--- src/design/sha256_pkg.sv ---
// ----------------------------------------------------------------------------
// sha256_pkg
// Shared types, constants and round functions of the SHA-256 byte hasher.
// ----------------------------------------------------------------------------
package sha256_pkg;

   typedef logic [31:0] word_type;
   typedef logic [0:7][31:0] hash_type;   // index 0 is word a / H0

   typedef enum logic [2:0] {
      ST_IDLE,
      ST_PAD,
      ST_COMP,
      ST_FINAL,
      ST_OUT
   } state_type;

   // schedule memory control: round issue plus block word loading
   typedef struct packed {
      logic       issue_en;
      logic [5:0] issue_idx;
      logic       load_en;
      logic [3:0] load_addr;
      word_type   load_data;
   } sched_ctl_type;

   typedef struct packed {
      logic       init;
      logic       round_en;
      logic [5:0] round_idx;
   } round_ctl_type;

   localparam logic       KIND_DATA   = 1'b0;
   localparam logic       KIND_FINISH = 1'b1;
   localparam logic [7:0] PAD_BYTE    = 8'h80;
   localparam logic [5:0] LEN_POS     = 6'd56;
   localparam logic [5:0] LAST_POS    = 6'd63;
   localparam logic [6:0] COMP_LAST   = 7'd65;
   localparam logic [6:0] ISSUE_END   = 7'd64;
   localparam logic [6:0] ROUND_START = 7'd2;

   localparam hash_type INIT_HASH = '{
      32'h6a09e667, 32'hbb67ae85, 32'h3c6ef372, 32'ha54ff53a,
      32'h510e527f, 32'h9b05688c, 32'h1f83d9ab, 32'h5be0cd19
   };

   localparam word_type ROUND_K [64] = '{
      32'h428a2f98, 32'h71374491, 32'hb5c0fbcf, 32'he9b5dba5,
      32'h3956c25b, 32'h59f111f1, 32'h923f82a4, 32'hab1c5ed5,
      32'hd807aa98, 32'h12835b01, 32'h243185be, 32'h550c7dc3,
      32'h72be5d74, 32'h80deb1fe, 32'h9bdc06a7, 32'hc19bf174,
      32'he49b69c1, 32'hefbe4786, 32'h0fc19dc6, 32'h240ca1cc,
      32'h2de92c6f, 32'h4a7484aa, 32'h5cb0a9dc, 32'h76f988da,
      32'h983e5152, 32'ha831c66d, 32'hb00327c8, 32'hbf597fc7,
      32'hc6e00bf3, 32'hd5a79147, 32'h06ca6351, 32'h14292967,
      32'h27b70a85, 32'h2e1b2138, 32'h4d2c6dfc, 32'h53380d13,
      32'h650a7354, 32'h766a0abb, 32'h81c2c92e, 32'h92722c85,
      32'ha2bfe8a1, 32'ha81a664b, 32'hc24b8b70, 32'hc76c51a3,
      32'hd192e819, 32'hd6990624, 32'hf40e3585, 32'h106aa070,
      32'h19a4c116, 32'h1e376c08, 32'h2748774c, 32'h34b0bcb5,
      32'h391c0cb3, 32'h4ed8aa4a, 32'h5b9cca4f, 32'h682e6ff3,
      32'h748f82ee, 32'h78a5636f, 32'h84c87814, 32'h8cc70208,
      32'h90befffa, 32'ha4506ceb, 32'hbef9a3f7, 32'hc67178f2
   };

   function automatic word_type big_sig0(input word_type x);
      return {x[1:0], x[31:2]} ^ {x[12:0], x[31:13]} ^ {x[21:0], x[31:22]};
   endfunction

   function automatic word_type big_sig1(input word_type x);
      return {x[5:0], x[31:6]} ^ {x[10:0], x[31:11]} ^ {x[24:0], x[31:25]};
   endfunction

   function automatic word_type small_sig0(input word_type x);
      return {x[6:0], x[31:7]} ^ {x[17:0], x[31:18]} ^ {3'b000, x[31:3]};
   endfunction

   function automatic word_type small_sig1(input word_type x);
      return {x[16:0], x[31:17]} ^ {x[18:0], x[31:19]} ^ {10'b0, x[31:10]};
   endfunction

endpackage

--- src/design/sha256_byte_stream_hasher_core.sv ---
// ----------------------------------------------------------------------------
// sha256_byte_stream_hasher_core
// SHA-256 over a byte stream; emits the eight digest words per message.
// ----------------------------------------------------------------------------
// Request channel (req_*): one byte per request. req_tuser = 0 carries a
// message byte in req_tdata; req_tuser = 1 finishes the message.
// Response channel (rsp_*): eight digest words per finished message, word 0
// first, rsp_tlast on the eighth.
// A data byte is taken whenever the core is idle. Each 64th byte starts a
// compression that holds req_tready low (two-stage schedule read/expand
// pipeline feeding one round per cycle, plus the final hash add).
// A finish request writes pad, zero fill and length one byte per cycle up
// to the block end (64 - fill bytes, or that plus 64 when the length does not
// fit), runs one or two compressions, then presents the digest words at one
// per cycle while rsp_tready is high. A stalled receiver just holds the
// current word; no new request is taken until all eight are delivered.
// After the last word the hash state returns to the initial values.
// Reset (synchronous, active high) clears byte counts and loads the initial
// hash; the block memory needs no clearing.
// ----------------------------------------------------------------------------
module sha256_byte_stream_hasher_core (
   input  logic        clock,
   input  logic        reset,
   input  logic        req_tvalid,
   output logic        req_tready,
   input  logic [7:0]  req_tdata,    // [7:0] data_byte
   input  logic        req_tuser,    // [0] kind
   output logic        rsp_tvalid,
   input  logic        rsp_tready,
   output logic [39:0] rsp_tdata,    // [31:0] digest_word, [34:32] word_index
   output logic        rsp_tlast
);

   sha256_pkg::state_type state_ff, state_in;
   logic [6:0]            cyc_ff, cyc_in;
   logic [5:0]            fill_ff, fill_in;
   logic [60:0]           count_ff, count_in;
   logic [23:0]           acc_ff, acc_in;
   sha256_pkg::hash_type  hash_ff, hash_in;
   logic                  pad_first_ff, pad_first_in;
   logic                  len_blk_ff, len_blk_in;
   logic                  done_ff, done_in;
   logic                  padding_ff, padding_in;
   logic [2:0]            oidx_ff, oidx_in;

   logic                  push_en;
   logic [7:0]            push_byte;
   logic [63:0]           bit_len;
   logic [2:0]            len_sel;
   logic [7:0]            len_byte;

   sha256_pkg::sched_ctl_type sched_ctl;
   sha256_pkg::round_ctl_type round_ctl;
   sha256_pkg::word_type      sched_w;
   sha256_pkg::hash_type      work;

   assign bit_len  = {count_ff, 3'b000};
   assign len_sel  = ~fill_ff[2:0];
   assign len_byte = bit_len[{len_sel, 3'b000} +: 8];

   always_comb begin
      state_in     = state_ff;
      cyc_in       = cyc_ff;
      fill_in      = fill_ff;
      count_in     = count_ff;
      acc_in       = acc_ff;
      hash_in      = hash_ff;
      pad_first_in = pad_first_ff;
      len_blk_in   = len_blk_ff;
      done_in      = done_ff;
      padding_in   = padding_ff;
      oidx_in      = oidx_ff;
      push_en      = 1'b0;
      push_byte    = req_tdata;
      req_tready   = 1'b0;
      rsp_tvalid   = 1'b0;
      round_ctl    = '0;
      sched_ctl    = '0;

      unique case (state_ff)
         sha256_pkg::ST_IDLE: begin
            req_tready = 1'b1;
            if (req_tvalid) begin
               if (req_tuser == sha256_pkg::KIND_DATA) begin
                  push_en  = 1'b1;
                  count_in = count_ff + 61'd1;
               end else begin
                  state_in     = sha256_pkg::ST_PAD;
                  padding_in   = 1'b1;
                  pad_first_in = 1'b1;
                  done_in      = 1'b0;
                  len_blk_in   = (fill_ff < sha256_pkg::LEN_POS);
               end
            end
         end
         sha256_pkg::ST_PAD: begin
            push_en      = 1'b1;
            pad_first_in = 1'b0;
            if (pad_first_ff) begin
               push_byte = sha256_pkg::PAD_BYTE;
            end else if (len_blk_ff && (fill_ff >= sha256_pkg::LEN_POS)) begin
               push_byte = len_byte;
            end else begin
               push_byte = 8'h00;
            end
            if (len_blk_ff && (fill_ff == sha256_pkg::LAST_POS)) begin
               done_in = 1'b1;
            end
         end
         sha256_pkg::ST_COMP: begin
            cyc_in              = cyc_ff + 7'd1;
            sched_ctl.issue_en  = (cyc_ff < sha256_pkg::ISSUE_END);
            sched_ctl.issue_idx = cyc_ff[5:0];
            round_ctl.init      = (cyc_ff == 7'd0);
            round_ctl.round_en  = (cyc_ff >= sha256_pkg::ROUND_START);
            round_ctl.round_idx = 6'(cyc_ff - sha256_pkg::ROUND_START);
            if (cyc_ff == sha256_pkg::COMP_LAST) begin
               state_in = sha256_pkg::ST_FINAL;
            end
         end
         sha256_pkg::ST_FINAL: begin
            for (int i = 0; i < 8; i++) begin
               hash_in[i] = hash_ff[i] + work[i];
            end
            if (!padding_ff) begin
               state_in = sha256_pkg::ST_IDLE;
            end else if (done_ff) begin
               state_in = sha256_pkg::ST_OUT;
               oidx_in  = 3'd0;
            end else begin
               // pad byte landed in the length field: second block
               state_in   = sha256_pkg::ST_PAD;
               len_blk_in = 1'b1;
            end
         end
         sha256_pkg::ST_OUT: begin
            rsp_tvalid = 1'b1;
            if (rsp_tready) begin
               oidx_in = oidx_ff + 3'd1;
               if (oidx_ff == 3'd7) begin
                  state_in   = sha256_pkg::ST_IDLE;
                  hash_in    = sha256_pkg::INIT_HASH;
                  count_in   = '0;
                  fill_in    = '0;
                  padding_in = 1'b0;
                  done_in    = 1'b0;
               end
            end
         end
         default: begin
            state_in = sha256_pkg::ST_IDLE;
         end
      endcase

      // byte assembly into big-endian words of the block memory
      if (push_en) begin
         acc_in  = {acc_ff[15:0], push_byte};
         fill_in = fill_ff + 6'd1;
         if (fill_ff[1:0] == 2'b11) begin
            sched_ctl.load_en   = 1'b1;
            sched_ctl.load_addr = fill_ff[5:2];
            sched_ctl.load_data = {acc_ff, push_byte};
         end
         if (fill_ff == sha256_pkg::LAST_POS) begin
            state_in = sha256_pkg::ST_COMP;
            cyc_in   = '0;
         end
      end
   end

   always_ff @(posedge clock) begin
      if (reset) begin
         state_ff     <= sha256_pkg::ST_IDLE;
         cyc_ff       <= '0;
         fill_ff      <= '0;
         count_ff     <= '0;
         hash_ff      <= sha256_pkg::INIT_HASH;
         pad_first_ff <= 1'b0;
         len_blk_ff   <= 1'b0;
         done_ff      <= 1'b0;
         padding_ff   <= 1'b0;
         oidx_ff      <= '0;
      end else begin
         state_ff     <= state_in;
         cyc_ff       <= cyc_in;
         fill_ff      <= fill_in;
         count_ff     <= count_in;
         hash_ff      <= hash_in;
         pad_first_ff <= pad_first_in;
         len_blk_ff   <= len_blk_in;
         done_ff      <= done_in;
         padding_ff   <= padding_in;
         oidx_ff      <= oidx_in;
      end
      acc_ff <= acc_in;
   end

   sha256_sched u_sched (
      .clock (clock),
      .reset (reset),
      .ctl   (sched_ctl),
      .w_out (sched_w)
   );

   sha256_round u_round (
      .clock    (clock),
      .ctl      (round_ctl),
      .hash_in  (hash_ff),
      .w_in     (sched_w),
      .work_out (work)
   );

   assign rsp_tdata = {5'b00000, oidx_ff, hash_ff[oidx_ff]};
   assign rsp_tlast = (oidx_ff == 3'd7);

endmodule

--- src/design/sha256_sched.sv ---
// ----------------------------------------------------------------------------
// sha256_sched
// Message schedule: 16-word memory holding the block, two read ports, one
// write port; expands W[t] in place, one word per cycle, registered.
// ----------------------------------------------------------------------------
module sha256_sched (
   input  logic                      clock,
   input  logic                      reset,
   input  sha256_pkg::sched_ctl_type ctl,
   output sha256_pkg::word_type      w_out
);

   sha256_pkg::word_type sched_mem [16];

   sha256_pkg::word_type rd_a_ff, rd_b_ff;
   sha256_pkg::word_type w_ff, w_in;
   sha256_pkg::word_type w1_ff, w2_ff, w16_ff;
   logic                 cmp_v_ff;
   logic [5:0]           cmp_idx_ff;

   logic [3:0] addr_a, addr_b;
   logic       wr_en;
   logic [3:0] wr_addr;
   sha256_pkg::word_type wr_data;

   // early rounds read W[t] directly; later rounds read W[t-15] and W[t-7]
   always_comb begin
      if (ctl.issue_idx[5:4] == 2'b00) begin
         addr_a = ctl.issue_idx[3:0];
         addr_b = 4'd0;                 // W[0] for the t-16 tap of round 16
      end else begin
         addr_a = ctl.issue_idx[3:0] + 4'd1;
         addr_b = ctl.issue_idx[3:0] + 4'd9;
      end
   end

   always_comb begin
      if (cmp_idx_ff[5:4] == 2'b00) begin
         w_in = rd_a_ff;
      end else begin
         w_in = w16_ff + sha256_pkg::small_sig0(rd_a_ff) + rd_b_ff
              + sha256_pkg::small_sig1(w2_ff);
      end
   end

   always_comb begin
      if (cmp_v_ff && (cmp_idx_ff[5:4] != 2'b00)) begin
         wr_en   = 1'b1;
         wr_addr = cmp_idx_ff[3:0];
         wr_data = w_in;
      end else begin
         wr_en   = ctl.load_en;
         wr_addr = ctl.load_addr;
         wr_data = ctl.load_data;
      end
   end

   always_ff @(posedge clock) begin
      if (wr_en) begin
         sched_mem[wr_addr] <= wr_data;
      end
      if (ctl.issue_en) begin
         rd_a_ff <= sched_mem[addr_a];
         rd_b_ff <= sched_mem[addr_b];
      end
   end

   always_ff @(posedge clock) begin
      if (reset) begin
         cmp_v_ff <= 1'b0;
      end else begin
         cmp_v_ff <= ctl.issue_en;
      end
      cmp_idx_ff <= ctl.issue_idx;
      if (cmp_v_ff) begin
         w_ff   <= w_in;
         w1_ff  <= w_in;
         w2_ff  <= w1_ff;
         w16_ff <= (cmp_idx_ff == 6'd15) ? rd_b_ff : rd_a_ff;
      end
   end

   assign w_out = w_ff;

endmodule

--- src/design/sha256_round.sv ---
// ----------------------------------------------------------------------------
// sha256_round
// Compression round unit: working variables a..h, one round per cycle.
// ----------------------------------------------------------------------------
module sha256_round (
   input  logic                      clock,
   input  sha256_pkg::round_ctl_type ctl,
   input  sha256_pkg::hash_type      hash_in,
   input  sha256_pkg::word_type      w_in,
   output sha256_pkg::hash_type      work_out
);

   sha256_pkg::hash_type work_ff, work_in;
   sha256_pkg::word_type t1, t2;
   sha256_pkg::word_type ch, maj;

   always_comb begin
      ch  = (work_ff[4] & work_ff[5]) ^ (~work_ff[4] & work_ff[6]);
      maj = (work_ff[0] & work_ff[1]) ^ (work_ff[0] & work_ff[2])
          ^ (work_ff[1] & work_ff[2]);
      t1  = work_ff[7] + sha256_pkg::big_sig1(work_ff[4]) + ch
          + sha256_pkg::ROUND_K[ctl.round_idx] + w_in;
      t2  = sha256_pkg::big_sig0(work_ff[0]) + maj;
      work_in    = work_ff;
      if (ctl.init) begin
         work_in = hash_in;
      end else if (ctl.round_en) begin
         work_in[0] = t1 + t2;
         work_in[1] = work_ff[0];
         work_in[2] = work_ff[1];
         work_in[3] = work_ff[2];
         work_in[4] = work_ff[3] + t1;
         work_in[5] = work_ff[4];
         work_in[6] = work_ff[5];
         work_in[7] = work_ff[6];
      end
   end

   always_ff @(posedge clock) begin
      work_ff <= work_in;
   end

   assign work_out = work_ff;

endmodule
--- config.mk ---
export PLATFORM = sky130hd
export DESIGN_NAME = sha256_byte_stream_hasher_core
export DESIGN_NICKNAME = d
export VERILOG_FILES = /design/src/design/sha256_pkg.sv /design/src/design/sha256_byte_stream_hasher_core.sv /design/src/design/sha256_sched.sv /design/src/design/sha256_round.sv
export SDC_FILE = /design/constraint.sdc
export NUM_CORES = 2
export LEC_CHECK = 0
export BUFFER_PORTS_ARGS = -buffer_cell sky130_fd_sc_hd__buf_2
export CELL_PAD_IN_SITES_DETAIL_PLACEMENT = 2
export CELL_PAD_IN_SITES_GLOBAL_PLACEMENT = 2
export CORE_MARGIN = 4
export CORE_UTILIZATION = 41
export CTS_BUF_LIST = sky130_fd_sc_hd__clkbuf_8
export DETAILED_ROUTE_END_ITERATION = 10
export PLACE_DENSITY_LB_ADDON = 0.1
export SKIP_LAST_GASP = 1
export SLEW_MARGIN = 20
export SYNTH_ARGS = -nofsm -noshare
export SYNTH_HDL_FRONTEND = slang
export SYNTH_SLANG_ARGS = --single-unit
--- constraint.sdc ---
create_clock -name clock -period 19.7 [get_ports clock]
set_clock_uncertainty 0.05 [all_clocks]
set_input_delay 1.97 -clock clock [delete_from_list [all_inputs] [get_ports clock]]
set_output_delay 1.97 -clock clock [all_outputs]
set_load 0.01 [all_outputs]
After elaboration in Yosys (flattened, before gate mapping)
Memory sizes are Yosys's and may differ from the RTL's. A register that Yosys moved wholly into a read port is not among the register bits. Cells that the tools add are included.

Add/sub/neg operators: 25. Multipliers: 0. Divide/modulo/power cells: 0. $lt $le $gt $ge: 6. Equal/unequal tests: 18. Shifts and indexed selects: 1. Mux-type cells: 72. Bitwise logic cells: 20. Reductions and logical operators: 25.

Operator list (count): 256-bit two-way mux (4); 32-bit adder (18); 256-bit one-hot mux with 2 select lines (1); 32-bit bitwise XOR (9); 61-bit two-way mux (4); 32-bit two-way mux (7); 32-bit AND (5); 61-bit one-hot mux with 2 select lines (1); 32-bit binary-select mux with 3-bit select (1); 37-bit two-way mux (2); 64-bit by 7-bit indexed part select with 8-bit output (1); 61-bit by 1-bit adder with 61-bit output, second input constant (1); 3-bit two-way mux (12); 8-bit two-way mux (4); 32-bit inverter (1); 32-bit by 22-bit bitwise XOR with 32-bit output (1); 32-bit by 29-bit bitwise XOR with 32-bit output (1); 7-bit two-way mux (4); 6-bit two-way mux (4); 1-bit two-way mux (18); 2-bit inequality test, second input constant (9); 2-bit nonzero test (9); 3-bit one-hot mux with 5 select lines (1); 5-bit AND reduction (3); 34 further kinds (46).

Register bits after elaboration: 723. Bits in latches: 0. Bits in writable memories: 512. Memory bits (read-only): 2048. Input port bits: 13. Word-level logic and storage cells: 200. Memories: 2.

Memory list: (no name shown) (words 64, bits a word 32, read ports 1, clocked after memory_dff 0, wr ports 0, RTL line sha256_round.sv:22) `+ sha256_pkg::ROUND_K[ctl.round_idx] + w_in;`; u_sched.sched_mem (words 16, bits a word 32, read ports 2, clocked after memory_dff 2, wr ports 1, RTL line sha256_sched.sv:13) `sha256_pkg::word_type sched_mem [16];`.

Depth between registers and ports, before layout
Word-level depth: 11. Mapped depth: 47. Depth with buffers taken out: 43.

By module
A second synthesis with hierarchy kept.

Cells, all modules: 7727. Area, all modules: 85275.5 um^2.

Modules (own cells, without submodules): sha256_sched (instances 1, cells an instance 2012, area each 33933.8 um^2, seq. area each 20319.5 um^2); sha256_byte_stream_hasher_core (instances 1, cells an instance 3281, area each 27542.7 um^2, seq. area each 7527.2 um^2); sha256_round (instances 1, cells an instance 2434, area each 23799.1 um^2, seq. area each 7687.4 um^2).

Worst setup path before layout
OpenSTA, ideal clock, no wires.

Kind: register -> register. Start: register cyc_ff[1]. End: register u_round.work_ff, in the netlist u_round.work_out[0] (enable). Library setup time: 1.227 ns. Arrival time: 19.206 ns. Data required time: 18.423 ns. Path slack: -0.783 ns. Cell stages (with the launch flop): 8. Buffers on the path: 2. Clock period less this slack: 20.483 ns. Path through: dfxtp_1 > clkbuf_1 > inv_1 > clkbuf_1 > ha_1 > inv_1 > a2111oi_0 > o21ai_0.

Cells in the longest elaborated chain, start to end: 3.

Ends and longest elaborated chain: start, declared (RTL line sha256_byte_stream_hasher_core.sv:35) `logic [6:0] cyc_ff, cyc_in;`; start signal, assigned (RTL line sha256_byte_stream_hasher_core.sv:185) `cyc_ff <= cyc_in;`; 7-bit by 2-bit >= comparator with 1-bit output / 7-bit zero test (equally long branches) (RTL line sha256_byte_stream_hasher_core.sv:115, sha256_byte_stream_hasher_core.sv:114); 8-bit two-way mux * (RTL line sha256_byte_stream_hasher_core.sv:80) `unique case (state_ff)`; 2-bit nonzero test (no line) *; end signal, assigned (RTL line sha256_round.sv:40) `work_ff <= work_in;`; end, declared (RTL line sha256_round.sv:13) `sha256_pkg::hash_type work_ff, work_in;`.

Mark *: on every way between the ends. The rest lies on a longest branch, timed or not. A chain may end at the register's enable or synchronous reset.

==> reports/results.ini <==
[outcome]
outcome = finished clean

[route]
vias = 66400
drt_iter0_drc = 5475
antenna_left = 0
drc = 0
wl_per_cell_um = 31.8
routed_wirelength_mm = 344
first_pass_iters = 5
vias_per_cell = 6.15

[pwr]
p_leak_uw = 0.0337
irDropWorstVdd_mv = 0.0651
internal_power_uw = 4270
p_sw_uw = 1320
p_sw_frac = 0.237
p_comb_frac = 0.009
p_clk_frac = 0.471
p_seq_frac = 0.520
power_uw = 5600
powerDensity_mw_per_mm2 = 61.1

[clocking]
worstSkewPairLatency_ps = 1050
cts_max_level = 4
cts_setup_buffers = 0
cts_hold_buf = 0
cts.repair.resized = 0
cts_buffer_depth = 3
cts_made_buffers = 237
ctsRootBufferMaster = clkbuf_8
clock_sinks = 1299
path_clk_slew_ps = 60
cts_tree = yes

[logic_synthesis]
synth_edf_count = 952
yosysWarnings = 0
yosysSeqAreaShare = 0.425
synth_compound_area_frac = 0.134
ys_ff_latch = 1299
synth_cell_type_count = 102
ys.flop_type = edfxtp_1
yosys.area_share.simple = 0.128
netlist.area_leader.share = 0.342
syn_avg_cell_area_um2 = 10.5
synthAdderAreaFrac = 0.110
async_reset_ff_frac = 0
synth_area_leaders = edfxtp_1 (34%), mux4_2 (8.6%), dfxtp_1 (8.3%)
netlist_instances = 7974
synth_top_family_by_area = compound AO/OA/AOI/OAI gates
synth_mux_area_frac = 0.102
yosys.area.top_type = edfxtp_1
synth_xor_area_frac = 0.0669
syn_area_mm2 = 0.0837

[finish]
multiInputGateArea_mm2 = 0.0456
n_fill_cell = 20900
fin_nets = 8524
drive_gt1_frac = 0.127
instances_no_fill = 10800
area_growth_pct = 9.42
regArea_mm2 = 0.0355

[floorplanning]
die_y_um = 460
rows = 165
floorplan.initialDensity = 0.413
io_pins = 56
die_area_mm2 = 0.211
coreArea_mm2 = 0.203
die_w_um = 460

[sta]
max_freq_mhz = 86.7
finalCritPeriodShare = 0.585
hold_violations = 0
setup_slack_ps = 8170
fin_crit_ps = 11530
fin_hold_ws_ps = 420
finalSetupTns_ps = 0
rsz0062_at_grt = false
setup_violations = 0
tightest_slew_ps = 1230
relSlewSlack = 0.177
final_max_slew_viol_count = 0

[global_routing]
grt_max_degree = 147
antenna_found_initial = 12
grtUsageTotal = 0.321
grt_pass1_wl_mm = 503
grt_pass1_vias = 72300
overflow = 0

[critical_path]
end_kind = flip-flop
crit_top_cell = inv_1
critical_path.slowest_cell = ha_2
required_ps = 20350
cpPeakStageDelay_ps = 840
worst_setup_path_start_kind = flip-flop
critPathMaxFanout = 48
cp.arrival_ps = 12180
path_class = reg2reg

[placement]
io_buffers = 50
dpl.cell_count = 10300
hpwlAfterDp_mm = 245
pre_cts_ws_ps = 8370
gp_congestion = 0.926

[min_path]
hold_class = reg2reg

[run]
maxCapViolations = 0

power groups by stage:
stage | clock (uW) | combinational, uW | sequential, uW
final | 2640 | 49.2 | 2910
after detailed placement | 0 | 49.6 | 2970
after floorplan | 0 | 27.9 | 2970
after global placement | 0 | 48.9 | 2970
after global routing | 2820 | 52.3 | 2910
after CTS | 2690 | 49.9 | 2910
sequential cells by signal, summed over array words and instances, names as in the netlist, 61 cells and up:
name and flops:
count_ff 61, hash_ff 256, u_round.work_out 256, u_sched.sched_mem 512
metal layers:
metal	up-vias	GRT usage	wire length, um
met5	-	0	31
met4	4	0.120	14600
met3	601	0.0486	18500
met2	1968	0.545	167000
li1	28800	-	-
met1	35000	0.414	144000
cell type report:
cell class / instances / area share
multi-input combinational: 5910 / 0.498
inverter: 285 / 0.0117
timing repair buffer: 178 / 0.0139
tap: 2672 / 0.0365
clock buffer: 267 / 0.0401
antenna: 12 / 0.000328
sequential: 1299 / 0.388
clock inverter: 176 / 0.0117
metrics by stage:
stage	cell area (um^2)	util
floorplan	83700	-
global placement	86800	0.428
detailed placement	86800	0.428
CTS	91500	0.452
global route	91600	0.452
finish	91600	0.452
kinds of logic after synthesis:
| kind of cell | Yosys count |
|---|---|
| DFF | 1299 |
| adders and majority gates | 622 |
| xor gates and xnor gates | 637 |
| and+or+nand+nor | 2427 |
| other | 1 |
| muxes | 439 |
| AOI/OAI and AO/OA | 1780 |
| buffers and inverters | 769 |
layout by cell type, fill, tap and decap left out, drive strengths merged, types with 58 or more instances in the layout:
master,instances
xnor2,420
mux2,98
and2,73
a211oi,96
clkinv,79
a21oi,493
a31oi,120
ha,405
dfxtp,347
nor2,474
clkbuf,268
buf,177
o22ai,70
and3,58
edfxtp,952
xor2,216
fa,195
nand2,1227
o21a,77
mux4,319
inv,373
nand2b,109
nor2b,59
nand3,156
a21o,175
o21ai,412
nor3,114
path summary, 6_finish.rpt:
path	start	to	slack [ps]	cells after the start
max	cyc_ff[1]	u_round.work_out[255]	8170	40
min	len_blk_ff	len_blk_ff	420	2
max reg2reg	cyc_ff[1]	u_round.work_out[255]	8170	40
min reg2reg	len_blk_ff	len_blk_ff	420	2
cells in the mapped netlist (11+ instances only):
library cell  count
buf_1            52
a21o_1          175
nand2b_1        109
o21a_1           77
mux4_2          319
nor3_1          111
a221oi_1         12
clkbuf_1        402
nor2_1          472
ha_1            405
a31oi_1         120
edfxtp_1        952
o22ai_1          70
maj3_1           22
o31ai_1          18
o21ai_1          47
or3_1            47
a22oi_1          29
nor2b_1          58
o31a_1           13
buf_2            23
and2_1           69
nand3b_1         11
a21boi_0         11
a22o_1           27
a211o_1          11
nand3_1         155
or2_2            27
a311oi_1         17
o221ai_1         14
nand4_1          32
and3_1           58
xor2_1          216
inv_1           282
a21oi_1         492
o21bai_1         49
dfxtp_1         347
a211oi_1         96
nand2_1        1225
o211ai_1         35
xnor2_1         419
mux2_2           98
o21ai_0         365
fa_1            195
mux2i_1          22
critical path, delay by kind of cell (launching register included):
family / cells / cell delay [ps]
flip-flops: 1 / 310
buffers and inverters: 9 / 1880
XOR/XNOR: 3 / 480
AO/OA/AOI/OAI: 14 / 3420
AND/OR/NAND/NOR: 6 / 1170
adder cells (fa/ha/maj): 8 / 3820
Power figures use the tool's default switching activity.
